===== config.mk =====
export PLATFORM = sky130hd
export DESIGN_NAME = sspd_vec
export DESIGN_NICKNAME = d
export VERILOG_FILES = /design/src/rtl/sspd_pkg.sv /design/src/rtl/sspd_vec.sv
export SDC_FILE = /design/constraint.sdc
export NUM_CORES = 2
export LEC_CHECK = 0
export ABC_AREA = 1
export BUFFER_PORTS_ARGS = -buffer_cell sky130_fd_sc_hd__buf_2
export CAP_MARGIN = 30
export CORE_MARGIN = 1
export CORE_UTILIZATION = 49
export DETAILED_ROUTE_END_ITERATION = 10
export GPL_TIMING_DRIVEN = 0
export PLACE_DENSITY = 0.65
export SLEW_MARGIN = 20
export SYNTH_ARGS = -nofsm -noshare
export SYNTH_HDL_FRONTEND = slang
export SYNTH_SLANG_ARGS = --single-unit

===== constraint.sdc =====
create_clock -name clk -period 9.4 [get_ports clk]
set_input_delay 0.47 -clock clk [delete_from_list [all_inputs] [get_ports clk]]
set_output_delay 0.47 -clock clk [all_outputs]
set_load 0.005 [all_outputs]

===== src/rtl/sspd_pkg.sv =====
// package: shared types, constants and tables for the sphere point evaluator
`timescale 1ns / 1ps
package sspd_pkg;

    localparam int ANGLE_BITS_DEF = 16;
    localparam int COORD_BITS_DEF = 16;
    localparam int CORDIC_STEPS   = 16;
    localparam logic signed [31:0] CORDIC_GAIN = 32'sd652032874;

    localparam logic [2:0] MODE_POINT  = 3'd0;
    localparam logic [2:0] MODE_FIRST  = 3'd1;
    localparam logic [2:0] MODE_SECOND = 3'd2;
    localparam logic [2:0] MODE_THIRD  = 3'd3;
    localparam logic [2:0] MODE_CHOSEN = 3'd4;

    localparam logic [3:0] KIND_CHOSEN = 4'd10;

    localparam logic [2:0] REG_CENTRE = 3'd0;
    localparam logic [2:0] REG_XAXIS  = 3'd1;
    localparam logic [2:0] REG_YAXIS  = 3'd2;
    localparam logic [2:0] REG_ZAXIS  = 3'd3;
    localparam logic [2:0] REG_RADIUS = 3'd4;
    localparam logic [2:0] REG_MODE   = 3'd5;
    localparam logic [2:0] REG_ORDU   = 3'd6;
    localparam logic [2:0] REG_ORDV   = 3'd7;

    // coefficient selectors
    typedef enum logic [2:0] {
        SEL_ZERO = 3'd0,
        SEL_RC   = 3'd1,
        SEL_NRC  = 3'd2,
        SEL_RS   = 3'd3,
        SEL_NRS  = 3'd4
    } sel_t;

    typedef struct packed {
        sel_t a_sel;
        logic use_dd;
        sel_t b_sel;
        logic with_c;
    } spec_t;

    typedef struct packed {
        logic signed [15:0] cu;
        logic signed [15:0] su;
        logic signed [15:0] cv;
        logic signed [15:0] sv;
    } trig_t;

    function automatic logic [31:0] atan_val(input int i);
        logic [31:0] r;
        unique case (i)
            0:  r = 32'd536870912;
            1:  r = 32'd316933406;
            2:  r = 32'd167458907;
            3:  r = 32'd85004756;
            4:  r = 32'd42667331;
            5:  r = 32'd21354465;
            6:  r = 32'd10679838;
            7:  r = 32'd5340245;
            8:  r = 32'd2670163;
            9:  r = 32'd1335087;
            10: r = 32'd667544;
            11: r = 32'd333772;
            12: r = 32'd166886;
            13: r = 32'd83443;
            14: r = 32'd41722;
            default: r = 32'd20861;
        endcase
        return r;
    endfunction

    function automatic spec_t spec_of(input logic [3:0] k);
        spec_t s;
        unique case (k)
            4'd0:    s = '{SEL_RC,  1'b0, SEL_RS,  1'b1};
            4'd1:    s = '{SEL_RC,  1'b1, SEL_ZERO, 1'b0};
            4'd2:    s = '{SEL_NRS, 1'b0, SEL_RC,  1'b0};
            4'd3:    s = '{SEL_NRC, 1'b0, SEL_ZERO, 1'b0};
            4'd4:    s = '{SEL_NRC, 1'b0, SEL_NRS, 1'b0};
            4'd5:    s = '{SEL_NRS, 1'b1, SEL_ZERO, 1'b0};
            4'd6:    s = '{SEL_NRC, 1'b1, SEL_ZERO, 1'b0};
            4'd7:    s = '{SEL_RS,  1'b0, SEL_NRC, 1'b0};
            4'd8:    s = '{SEL_RS,  1'b0, SEL_ZERO, 1'b0};
            default: s = '{SEL_NRC, 1'b1, SEL_ZERO, 1'b0};
        endcase
        return s;
    endfunction

    function automatic logic [3:0] mode_count(input logic [2:0] m);
        logic [3:0] r;
        unique case (m)
            MODE_POINT:  r = 4'd1;
            MODE_FIRST:  r = 4'd3;
            MODE_SECOND: r = 4'd6;
            MODE_THIRD:  r = 4'd10;
            default:     r = 4'd1;
        endcase
        return r;
    endfunction

endpackage


===== src/rtl/sspd_vec.sv =====
// module: per-vector combine a*v + b*z, rounding, centre offset and saturation
`timescale 1ns / 1ps
module sspd_vec
    import sspd_pkg::*;
(
    input  logic                clk,
    input  logic                adv,
    input  logic signed [32:0]  a,
    input  logic signed [32:0]  b,
    input  logic signed [17:0]  dir,
    input  logic signed [15:0]  zc,
    input  logic signed [15:0]  cen,
    input  logic                with_c,
    output logic signed [31:0]  res
);

    logic signed [51:0] pa_reg, pb_reg;
    logic signed [15:0] cen_reg;
    logic               wc_reg;
    logic signed [31:0] res_reg;

    always_ff @(posedge clk)
    begin
        if (adv)
        begin
            pa_reg  <= 52'(a) * 52'(dir);
            pb_reg  <= 52'(b) * 52'(zc);
            cen_reg <= cen;
            wc_reg  <= with_c;
        end
    end

    logic signed [53:0] s;
    logic signed [53:0] v;
    always_comb
    begin
        s = (54'(pa_reg) + 54'(pb_reg) + 54'sd32768) >>> 16;
        v = wc_reg ? s + (54'(cen_reg) <<< 12) : s;
    end

    always_ff @(posedge clk)
    begin
        if (adv)
        begin
            if (v > 54'sd2147483647)
                res_reg <= 32'sh7fffffff;
            else if (v < -54'sd2147483648)
                res_reg <= 32'sh80000000;
            else
                res_reg <= v[31:0];
        end
    end

    assign res = res_reg;

endmodule

==> reports/metrics.yaml <==
outcome:
  status: "finished clean"
final_layout:
  layout.area.seq_sq_mm: 0.00447
  mostFrequentLayoutCell: "inv_1"
  stdcell_count: 7696
  most-common-layout-cells: "1690 x inv_1, 1655 x nand2_1, 1070 x fa_1"
  largest_register_ffs: 51
  area_growth_pct: 5.64
  final_area_sq_mm: 0.0528
  final_nets: 7874
  nFillCells: 9888
  drive_above_1_share_pct: 3.49
  multi_input_area_sq_mm: 0.0381
synthesis:
  netlist_area_sq_mm: 0.0499
  synth_area_leaders: "fa_1 43%, inv_1 13%, nand2_1 12%"
  ys_seq_area_share_pct: 8.96
  synth_nets: 7770
  ys.flop_type: "edfxtp_1"
  ys_ff_latch: 149
  synth-async-reset-ratio_pct: 0
  yosys_warnings: 0
  synth-edff-count: 149
  syn_avg_cell_area_sq_um: 8.03
  synth_area_leader_cell: "fa_1"
  ys_types: 45
  yosysTopAreaCellShare_pct: 42.9
  postSynthCellCount: 6216
placed_design:
  dp.final_hpwl_um: 134000
  gp_congestion: 0.990
  io_buffer_count: 81
  dpl-instance-area_sq_mm: 0.0521
  pre_cts_ws_ns: 1.29
  placed_cells: 7657
detailed_routing:
  routed_wl_um: 154000
  post-route-drc-count: 0
  drtAntennaViolNets: 0
  vias_per_cell: 5.21
  initialDrtViolationCount: 3322
  drt_pass1_iterations: 6
  wl_per_cell_um: 20.0
  num_vias: 40100
floorplan:
  std_cell_rows: 116
  die_y_um: 321
  die_area_sq_mm: 0.103
  initial_core_util_pct: 49.6
  design.core.area_sq_mm: 0.101
  io_pins: 151
  die_width_um: 321
critical_path:
  endpoint_kind: "register"
  worst_path_max_delay_cell: "clkbuf_1"
  r2r_start: "pa_reg[18]"
  worstPathMaxFanout: 10
  crit_type: "primary input to register"
  slowest_delay_ns: 0.74
  critPathRequiredTime_ns: 9.60
  start_kind: "primary input"
  cp.arrival_ns: 8.07
  cp_common_cell: "fa_1"
  crit_path_start: "dir[3]"
clock_tree:
  clk_latency_ns: 0.46
  clock_path_buffers: 2
  cts_setup_buffers: 0
  cts_tree: "done"
  numCtsBuffers: 17
  cts.sinks: 149
  cts_max_level: 4
  cts_resized: 0
  holdBufCountCts: 0
  cts.reportedPaths.clkPinSlew_ns: 0.08
  root_buffer: "clkbuf_16"
grt:
  antenna_found_initial: 6
  gr-total-overflow: 0
  grt_max_degree: 80
  met2_usage_pct: 47.3
  grt_pass1_wl_um: 238000
  met1_usage_pct: 44.7
  grt_use_total_pct: 30.9
  grt_pass1_vias: 41000
  top_usage_layer: "met2"
  use_met3_pct: 5.77
worst_hold_path:
  min_from: "cen[5]"
  hold_path.class: "primary input to register"
timing:
  grt_setup_unrepaired: "no"
  slew_headroom_pct: 32.6
  slew_violations: 0
  fin_skew_ns: 0.0215
  max_freq_mhz: 127
  period_needed_ns: 7.87
  timing.final.ws_setup_ns: 1.53
  setup_viol: 0
  final.setup.tns_ns: 0
  finalCritPeriodShare_pct: 83.7
  final_hold_viol_count: 0
  worst_pin_slew_ns: 1.01
flow_run:
  maxCapViolations: 0
path summary, 6_finish.rpt:
path              slack [ns]  depth (start not counted)         end
hold / removal          0.18                          1  cen_reg[5]
hold reg to reg         0.81                          5     res[12]
setup / recovery        1.53                         25  pa_reg[45]
setup reg to reg        3.73                         27      res[7]
layout make-up:
| cell class | count | share of cell area, % |
|---|---|---|
| diodes | 6 | 0.0285 |
| plain buffers | 249 | 1.86 |
| clock buffers | 17 | 0.806 |
| clock inverters | 15 | 0.382 |
| inverters | 1695 | 12.1 |
| multi-input cells | 4123 | 72.3 |
| flip-flops and latches | 149 | 8.48 |
| well taps | 1357 | 3.22 |
| repair buffers | 85 | 0.904 |
stage by stage:
step / hold WS, ns / util [%]
detailed placement: 0.648 / 51.8
global placement: 0.650 / 51.7
finish: 0.183 / 52.4
CTS: 0.168 / 52.4
global route: 0.171 / 52.4
floorplan: 0.569 / -
synthesized netlist by cell type (8+ instances only):
master    number
a21boi_0       8
a21o_1        13
a21oi_1      192
a31oi_1       22
clkbuf_1     242
edfxtp_1     149
fa_1        1070
ha_1         365
inv_1       1690
nand2_1     1655
nand3_1       86
nand4_1       24
nor2_1       235
nor2_2        10
nor3_1        21
o211ai_1       8
o21a_1        17
o21ai_0       95
o21ai_1       10
o21bai_1      27
or2_2         61
xnor2_1       62
xor2_1        88
cells by family after synthesis:
| family | share of synthesized area, % |
|---|---|
| AND/OR/NAND/NOR | 17.0 |
| adder cells (fa/ha/maj) | 52.0 |
| XOR/XNOR | 2.63 |
| buffers and inverters | 14.7 |
| flip-flops | 8.96 |
| AO/OA/AOI/OAI | 4.71 |
worst max-delay path, delay by kind of cell:
family | cells | cell delay [ns]
buffers and inverters | 7 | 1.74
adders and majority gates | 7 | 3.59
xor gates and xnor gates | 1 | 0.13
and+or+nand+nor | 6 | 0.81
AOI/OAI and AO/OA | 4 | 1.32
per-layer routing:
layer  vias up  wire (um)
li1      18200          -
met1     20100      67000
met2      1606      67900
met3       245      14500
met4         2       4480
met5         -         11
Power is not shown: default switching activity piles up to over one toggle a cycle in this logic, so the estimate is an artifact.
